--- src/design/cna_pkg.sv ---
package cna_pkg;

  localparam int unsigned DefFracBits = 16;
  localparam int unsigned DataW       = 32;
  // quotient bits kept by the divider; anything at or above 2^QW saturates
  localparam int unsigned QW          = 33;
  localparam int unsigned MidDepth    = 4;
  localparam int unsigned OutDepth    = 2;

  typedef enum logic [2:0] {
    OP_ADD  = 3'd0,
    OP_SUB  = 3'd1,
    OP_MUL  = 3'd2,
    OP_DIV  = 3'd3,
    OP_MAG  = 3'd4,
    OP_MAXN = 3'd5,
    OP_EQ   = 3'd6,
    OP_NONE = 3'd7
  } op_e;

  typedef enum logic [1:0] {
    ST_OK      = 2'd0,
    ST_DIVZERO = 2'd1,
    ST_SAT     = 2'd2
  } status_e;

  typedef struct packed {
    op_e                      operation;
    logic signed [DataW-1:0]  a_re;
    logic signed [DataW-1:0]  a_im;
    logic signed [DataW-1:0]  b_re;
    logic signed [DataW-1:0]  b_im;
  } item_t;

  typedef struct packed {
    logic signed [DataW-1:0]  res_re;
    logic signed [DataW-1:0]  res_im;
    status_e                  status;
  } result_t;

  // beat between front and back: raw products plus the finished simple ops
  typedef struct packed {
    op_e                      op;
    logic signed [63:0]       p_rr;
    logic signed [63:0]       p_ii;
    logic signed [63:0]       p_ri;
    logic signed [63:0]       p_ir;
    logic [63:0]              sq;
    result_t                  simple;
  } mid_t;

  typedef struct packed {
    logic                     sat;
    logic [DataW-1:0]         val;
  } sat_t;

  function automatic sat_t clamp_sm(input logic neg, input logic [64:0] mag);
    sat_t r;
    r.sat = 1'b0;
    if (!neg) begin
      if (mag > 65'h7FFF_FFFF) begin
        r.sat = 1'b1;
        r.val = 32'h7FFF_FFFF;
      end else begin
        r.val = mag[31:0];
      end
    end else if (mag > 65'h8000_0000) begin
      r.sat = 1'b1;
      r.val = 32'h8000_0000;
    end else begin
      r.val = (~mag[31:0]) + 32'd1;
    end
    return r;
  endfunction

  function automatic sat_t clamp_s33(input logic signed [32:0] v);
    logic [32:0] mag;
    mag = v[32] ? 33'(-v) : 33'(v);
    return clamp_sm(v[32], 65'(mag));
  endfunction

endpackage

--- src/design/cna_fifo.sv ---
module cna_fifo import cna_pkg::*; #(
  parameter int unsigned Width = $bits(mid_t),
  parameter int unsigned Depth = MidDepth
) (
  input  logic             clk_i,
  input  logic             rst_ni,
  input  logic             push_i,
  input  logic [Width-1:0] data_i,
  output logic             full_o,
  input  logic             pop_i,
  output logic [Width-1:0] data_o,
  output logic             empty_o
);

  localparam int unsigned AW = $clog2(Depth);

  logic [Width-1:0] mem_q [Depth];
  logic [AW-1:0]    wp_q, rp_q;
  logic [AW:0]      cnt_q;
  logic             do_push, do_pop;

  assign full_o  = cnt_q == (AW+1)'(Depth);
  assign empty_o = cnt_q == '0;
  assign do_push = push_i && !full_o;
  assign do_pop  = pop_i && !empty_o;
  assign data_o  = mem_q[rp_q];

  always_ff @(posedge clk_i or negedge rst_ni) begin
    if (!rst_ni) begin
      wp_q  <= '0;
      rp_q  <= '0;
      cnt_q <= '0;
    end else begin
      if (do_push) wp_q <= wp_q + AW'(1);
      if (do_pop)  rp_q <= rp_q + AW'(1);
      cnt_q <= cnt_q + (AW+1)'(do_push) - (AW+1)'(do_pop);
    end
  end

  always_ff @(posedge clk_i) begin
    if (do_push) mem_q[wp_q] <= data_i;
  end

endmodule

--- config.mk ---
export PLATFORM = sky130hd
export DESIGN_NAME = cna_fifo
export DESIGN_NICKNAME = d
export VERILOG_FILES = /design/src/design/cna_pkg.sv /design/src/design/cna_fifo.sv
export SDC_FILE = /design/constraint.sdc
export NUM_CORES = 1
export LEC_CHECK = 0
export BUFFER_PORTS_ARGS = -buffer_cell sky130_fd_sc_hd__buf_2
export CORE_AREA = 2 2 406 408
export DETAILED_ROUTE_END_ITERATION = 8
export DIE_AREA = 0 0 408 410
export SLEW_MARGIN = 0
export SYNTH_ARGS = -nofsm -noshare
export SYNTH_HDL_FRONTEND = slang
export SYNTH_SLANG_ARGS = --single-unit
--- constraint.sdc ---
create_clock -name clk_i -period 12.7 [get_ports clk_i]
set_input_delay 1.27 -clock clk_i [delete_from_list [all_inputs] [get_ports clk_i]]
set_output_delay 1.27 -clock clk_i [all_outputs]
set_load 0.05 [all_outputs]
* After elaboration in Yosys (flattened, before gate mapping)
Memories as Yosys holds them, arrays and structs flattened. Index checks and enable logic that the tools add are counted.
Word-level totals: flip-flop bits (word level) 7, memory bits (writable) 1556, input bits 393, output and inout port bits 391, logic and storage cells 16, memories kept 1
Cells by class: add/subtract/negate cells 4, equal/unequal tests 1, multiplexer cells 2, reduce and logical (&&, ||, !) cells 5
Memory list:
- mem_q | words 4, width 389, rd ports 1, clocked after memory_dff 0, write ports 1, line cna_fifo.sv:17 | logic [Width-1:0] mem_q [Depth];
Operators with widths (number):
- $add 2x1->2 const B | 2
- $add 3x1->3 | 1
- $eq 3x3->1 const B | 1
- $logic_not 3->1 | 1
- $sub 3x1->3 | 1
- $logic_and 1x1->1 | 2
- $logic_not 1->1 | 2
- $mux 1 | 2

* Depth between registers and ports, before layout
Gate-level depths: netlist of run 1.
depth after elaboration 5, gate-level depth with buffers 8, depth with buffers taken out 8

* Least setup slack after synthesis of run 1
No wires, ideal clock.
path type in2reg, start input push_i, end memory mem_q[0][0] (netlist name), enable pin, setup time 0.806 ns, arrival time 10.138 ns, path slack 1.756 ns, stages on the path 1, path buffers 0, path through and3b_1
Between the ends: word-level cells in the longest chain between the ends 3
Ends and longest elaborated chain:
- start, declared | line cna_fifo.sv:7 | input logic push_i,
- $logic_and 1x1->1 | line cna_fifo.sv:24 | assign do_push = push_i && !full_o;
- $mux 1 | line cna_fifo.sv:41 | if (do_push) mem_q[wp_q] <= data_i;
- $mux 1 (not written as such) | line cna_fifo.sv:41
- end, declared | line cna_fifo.sv:17
Every way passes these cells.

* Worst setup path in the final report of run 1
start register rp_q[1], end output data_o[210]
Between the ends: word-level cells in the longest chain between the ends 1
Ends and longest elaborated chain:
- start, declared | line cna_fifo.sv:18 | logic [AW-1:0] wp_q, rp_q;
- start signal, assigned | line cna_fifo.sv:35 | if (do_pop) rp_q <= rp_q + AW'(1);
- $mem_v2 4x389
- end, declared | line cna_fifo.sv:11 | output logic [Width-1:0] data_o,
Every way passes these cells.

==> results of run 1 <==
-- how the worst min path moves through the flow --
stage,from,to,slack (ns)
2_1_floorplan,wp_q[1],wp_q[1],0.54
3_3_place_gp,wp_q[1],wp_q[1],0.59
3_5_place_dp,wp_q[1],wp_q[1],0.59
4_1_cts,rst_ni,cnt_q[0],0.21
5_1_grt,rst_ni,wp_q[0],0.24
6_report,rst_ni,wp_q[1],0.31
-- layout make-up --
type                            instances  area, um2  share of cell area (%)
Sequential cell                      1563      46900                    69.0
Multi-Input combinational cell        417       9040                    13.3
Timing Repair Buffer                  814       4280                    6.29
Clock buffer                          201       4260                    6.27
Tap cell                             2189       2740                    4.03
Clock inverter                         90        719                    1.06
Antenna cell                           12       30.0                  0.0442
Inverter                                6       22.5                  0.0331
-- routing by layer --
layer	track usage, %	vias up	routed length (um)
met4	4.99	46	3920
met1	18.2	13474	49200
met3	5.28	288	10000
met5	0	-	281
li1	-	10887	-
met2	24.6	863	63400
-- registers in the layout, indices dropped and copies added (netlist names) --
| name | flops |
|---|---|
| cnt_q | 3 |
| mem_q | 1556 |
| rp_q | 2 |
| wp_q | 2 |
-- worst max-delay path, delay by kind of cell (launching register included) --
kind | cells | cell delay, ns
DFF | 1 | 0.89
buffers and inverters | 4 | 2.40
muxes | 1 | 0.46
-- synthesized netlist by cell type --
library cell | count | share of area [%]
and3b_1 | 4 | 0.062
fa_1 | 1 | 0.035
o211ai_1 | 2 | 0.027
clkbuf_1 | 13 | 0.086
dfrtp_1 | 7 | 0.31
ha_1 | 6 | 0.13
xnor2_1 | 4 | 0.062
o311ai_0 | 1 | 0.015
nand2b_1 | 4 | 0.044
nand2_1 | 1 | 0.0066
buf_6 | 43 | 0.86
o31ai_1 | 1 | 0.013
nor3b_1 | 1 | 0.013
buf_1 | 15 | 0.099
nor3_1 | 1 | 0.0088
edfxtp_1 | 1556 | 83
buf_2 | 16 | 0.14
mux4_2 | 389 | 15
nand4bb_1 | 2 | 0.040
inv_1 | 6 | 0.040
-- cell families after synthesis --
kind of cell             share of synthesized area (%)
AO/OA/AOI/OAI                                   0.0553
XOR/XNOR                                        0.0619
adder cells (fa/ha/maj)                          0.168
buffers and inverters                             1.22
flip-flops                                        82.8
multiplexers                                      15.5
AND/OR/NAND/NOR                                  0.175
-- power by group --
| group | leakage [nW] | switching [mW] | total [mW] | internal, mW |
|---|---|---|---|---|
| clock network | 2.43 | 1.91 | 4.46 | 2.54 |
| logic | 5.88 | 5.23 | 7.21 | 1.98 |
| registers | 14.3 | 0.260 | 7.06 | 6.80 |
-- stage by stage --
| step | setup slack [ns] | utilization (%) | hold slack, ns |
|---|---|---|---|
| after CTS | 6.43 | 41.6 | 0.205 |
| after global placement | 7.32 | 38.5 | 0.586 |
| after global routing | 6.41 | 41.6 | 0.243 |
| final | 6.68 | 41.6 | 0.309 |
| after detailed placement | 7.36 | 38.5 | 0.593 |
| after floorplan | 1.76 | - | 0.543 |
==> flow_summary.toml, run 1 <==
[outcome]
status = "completed"

[clock_tree]
post_cts_buffers = 0
htree_levels = 4
clk_latency_ns = 0.78
ctsResizeCount = 0
cts_root_buf = "clkbuf_16"
cts_tree = "yes"
cts_made_buffers = 161
cts_hold_buf = 0
clockBufferDepth = 3
cts_sinks = 1563
path_clk_slew_ns = 0.06

[critical_path]
critPathMaxFanout = 51
worstSetupEndpointType = "primary output"
crit_path_end = "data_o[210]"
reg2reg_slack_ns = 8.65
critPathKind = "reg2out"
cp_common_cell = "buf_4"
start_kind = "flop"
worst_path_max_delay_cell = "dfrtp_4"
crit_start = "rp_q[1]"
critPathMaxStageDelay_ns = 0.89
path_cells = "buf_4 -> buf_4 -> buf_4 -> mux4_2 -> buf_2"
crit_arrival_ns = 4.75
r2r_cells = 5
cp.required_ns = 11.43
timing.rr.start = "cnt_q[2]"
r2r_end = "mem_q[2][109]"

[drt]
viasPerCell = 4.83
final_antenna_net_count = 0
wl_per_cell_um = 24.0
drcViolationCount = 0
first_iter_violations = 1912
num_vias = 25558
totalWireLength_um = 127000
dr.pass1.iters = 5

[timing]
slew_headroom_pct = 26.9
rsz0062_at_grt = "false"
final_max_slew_viol_count = 0
setup_tns_ns = 0
fin_crit_sh_pct = 47.4
setup_violations = 0
clock_skew_ns = 0.0320
fmax_ghz = 0.166
tightest_slew_ns = 1.10
min_period_ns = 6.02
hold_violations = 0

[floorplanning]
num_io_pins = 784
die_h_um = 410
coreArea_um2 = 163000
dieArea_um2 = 167000
die_w_um = 408
start_util_pct = 34.6
rows = 149

[yosys]
netlist_area_um2 = 56600
synth_cell_type_count = 20
ys_seq_area_share_pct = 82.8
synth_fp_nets = 2473
avgSynthCellArea_um2 = 27.3
synth_seq_cells = 1563
ys_warn_count = 0
syn_inst = 2073

[grt]
grt_overflow = 0
grt_use_total_pct = 14.9
grt_pass1_wl_um = 183000
antenna_found_initial = 56
grt_pass1_vias = 26323
grt_max_degree = 132

[place]
place_hpwl_um = 78400
place_inst = 4989
numPortBuffers = 783
place_area_um2 = 63000
gp_congestion = 0.763

[pwr]
p_per_area_nw_per_um2 = 275
fin_total_pwr_mw = 18.7
vdd_ir_drop_max_mv = 0.204
power_leakage_nw = 22.6

[worst_hold_path]
min_path_type = "in2async"

[final_layout]
final_cell_mix = "edfxtp_1, buf_2, mux4_2, clkbuf_16, clkinv_1"
nets = 3363
fin_area_um2 = 68000
final_cells = 5292
drive_gt1_share_pct = 46.0
synthToLayoutAreaGrowth_pct = 20.1
layout_commonest_cell = "edfxtp_1"
fillers = 14254

[run]
drv_cap = 0
Note: power is estimated with default switching activity, not from simulation.
==> run 2: changes to the inputs <==
- ABC_AREA: not set -> 1
- CORE_AREA: 2 2 406 408 -> 2 2 422 424
- DIE_AREA: 0 0 408 410 -> 0 0 424 426
- clock period: 12.7 -> 5.1 ns (I/O delays scaled with it)
==> run 2 against run 1 <==
Net effect: clock skew shrank 0.014 ns; largest power group unchanged; critical path type unchanged; area after synthesis grew 8.1%; die area grew 8.0%; critical path depth is the same; synthesized cell count grew 140%; final cell count grew 62%; clock power grew to 2.5 times the previous value; wire length grew 22%; cell area grew 13%.
==> flow_summary.toml, run 2 <==
[drt]
num_vias = 39307
final_antenna_net_count = 0
wl_per_cell_um = 18.0
totalWireLength_um = 155000
drcViolationCount = 0
first_iter_violations = 2641
dr.pass1.iters = 7
viasPerCell = 4.57

[grt]
grt_max_degree = 230
grt_pass1_vias = 38144
grt_use_total_pct = 16.7
grt_pass1_wl_um = 230000
grt_overflow = 0
antenna_found_initial = 20

[critical_path]
reg2reg_slack_ns = 2.60
crit_arrival_ns = 3.60
cp.required_ns = 4.59
start_kind = "flop"
crit_path_end = "data_o[136]"
worstSetupEndpointType = "primary output"
r2r_end = "mem_q[3][286]"
critPathKind = "reg2out"
cp_top_family = "buffers and inverters"
critPathMaxStageDelay_ns = 0.77
worst_path_max_delay_cell = "dfrtp_4"
r2r_cells = 5
cp.depth = 5
path_buf_inv = 3
critPathMaxFanout = 121
timing.rr.start = "cnt_q[1]"
path_cells = "inv_8 -> buf_12 -> o21ai_0 -> nand2_1 -> buf_2"
crit_start = "rp_q[0]"

[pwr]
vdd_ir_drop_max_mv = 0.634
p_sw_mw = 23.0
swShare_pct = 45.2
power_leakage_nw = 30.0
p_per_area_nw_per_um2 = 666
fin_total_pwr_mw = 50.9
p_seq_share_pct = 34.1
clkPwrFrac_pct = 22.3
share_comb_of_total_power_pct = 43.6
p_int_mw = 27.9

[timing]
slew_headroom_pct = 16.9
timing.final.ws_setup_ns = 0.987
final_max_slew_viol_count = 0
clock_skew_ns = 0.0184
fmax_ghz = 0.243
hold_violations = 0
tightest_slew_ns = 1.25
fin_crit_sh_pct = 80.6
rsz0062_at_grt = "false"
setup_violations = 0
min_period_ns = 4.11

[clock_tree]
clk_latency_ns = 0.81
cts_made_buffers = 165
cts_tree = "yes"
cts_sinks = 1563
cts_root_buf = "clkbuf_16"
ctsResizeCount = 0
htree_levels = 4
path_clk_slew_ns = 0.06
clockBufferDepth = 3

[final_layout]
final_cells = 8593
fillers = 16128
drive_gt1_share_pct = 17.0
synthToLayoutAreaGrowth_pct = 25.0
area.sequential_um2 = 46900
largest-register = "mem_q"
multi_input_area_um2 = 11400
layout_commonest_cell = "edfxtp_1"
final_cell_mix = "edfxtp_1, nand2_1, buf_2, nor2_1, o21ai_0"
largest_reg_flops = 1556
largestRegisters = "mem_q (1556), cnt_q (3)"
nets = 6514

[yosys]
yosysTopAreaCell = "edfxtp_1"
dominantRegCellSynth = "edfxtp_1"
ys_top_cells_by_area = "edfxtp_1, nand2_1, nor2_1, o21ai_0, inv_1"
synth.most_common_cell = "edfxtp_1"
ys_warn_count = 0
netlist_area_um2 = 61200
synth-edff-count = 1556
synth_seq_cells = 1563
yosys-top-cells-count = "edfxtp_1, nand2_1, nor2_1"
ys_seq_area_share_pct = 76.6
synth_fp_nets = 5386
synth_cell_type_count = 19
syn_inst = 4986
avgSynthCellArea_um2 = 12.3
yosys.area.top_type_share_pct = 76.3
async_flop_share_pct = 0.448

[floorplanning]
coreArea_um2 = 176000
dieArea_um2 = 181000
rows = 154
die_h_um = 426
start_util_pct = 34.8
die_w_um = 424
num_io_pins = 784

[place]
numPortBuffers = 783
place_inst = 7895
post-place-ws_ns = 1.75
gp_congestion = 0.806
place_hpwl_um = 93100

[outcome]
status = "completed"

[worst_hold_path]
min_path_type = "in2async"

[run]
drv_cap = 0
## run 2: cell count changes in the layout (fill, tap and decap cells not counted), moves of 300 or more
cell / previous run / this run
o21ai_1: 0 / 300
nand2_1: 1 / 1184
dlygate4sd3_1: 0 / 392
mux4_2: 389 / 0
nor2_1: 0 / 779
o21ai_0: 0 / 478
inv_1: 6 / 403
## run 2: cell type report
class / count / share of cell area (%)
Inverter: 405 / 2.01
Sequential cell: 1563 / 61.3
Timing Repair Buffer: 1220 / 11.2
Antenna cell: 18 / 0.0589
Clock inverter: 84 / 0.895
Tap cell: 2340 / 3.83
Clock buffer: 204 / 5.73
Multi-Input combinational cell: 2759 / 15.0
## run 2: power by group through the flow
stage	clock network [mW]	logic (mW)	registers [mW]
after floorplan	0	16.2	18.0
after global placement	0	22.1	17.6
after detailed placement	0	22.2	17.7
after CTS	11.7	22.5	17.4
after global routing	12.1	23.8	17.6
final	11.3	22.2	17.4
## run 2: kinds of logic (layout without fill, tap and decap cells)
family	count (synthesis)	count (layout)	synth area share [%]
AO/OA/AOI/OAI	778	778	6.36
adder cells (fa/ha/maj)	7	7	0.155
buffers and inverters	664	1913	4.75
flip-flops	1563	1563	76.6
other	0	18	0
AND/OR/NAND/NOR	1974	1974	12.1
## run 2: per-stage QoR
stage	instance area (um2)	setup TNS, ns	hold WS (ns)	util (%)
floorplan	61300	-2682.44	0.214	-
global placement	67500	0	0.358	38.4
detailed placement	67500	0	0.356	38.4
CTS	76500	0	0.106	43.5
global route	76500	0	0.122	43.5
finish	76500	0	0.168	43.5
## run 2: worst min path at each step
| stage | startpoint | endpoint | cells after the start |
|---|---|---|---|
| finish | rst_ni | cnt_q[2] | 2 |
| global route | rst_ni | wp_q[1] | 2 |
| CTS | rst_ni | cnt_q[2] | 2 |
| detailed placement | rst_ni | wp_q[1] | 1 |
| global placement | rst_ni | wp_q[1] | 1 |
| floorplan | rst_ni | cnt_q[0] | 0 |
## run 2: layer usage
metal | GRT usage (%) | wire length, um
met1 | 18.6 | 58300
met2 | 29.3 | 79700
met3 | 3.49 | 7300
met4 | 10.2 | 9390
met5 | 0 | 13
## run 2: what timing repair did
item | 4_1_cts | 5_1_grt
hold endpoints to repair | 1566 | 0
buffers inserted | 0 | 0
hold buffers | 392 | 0
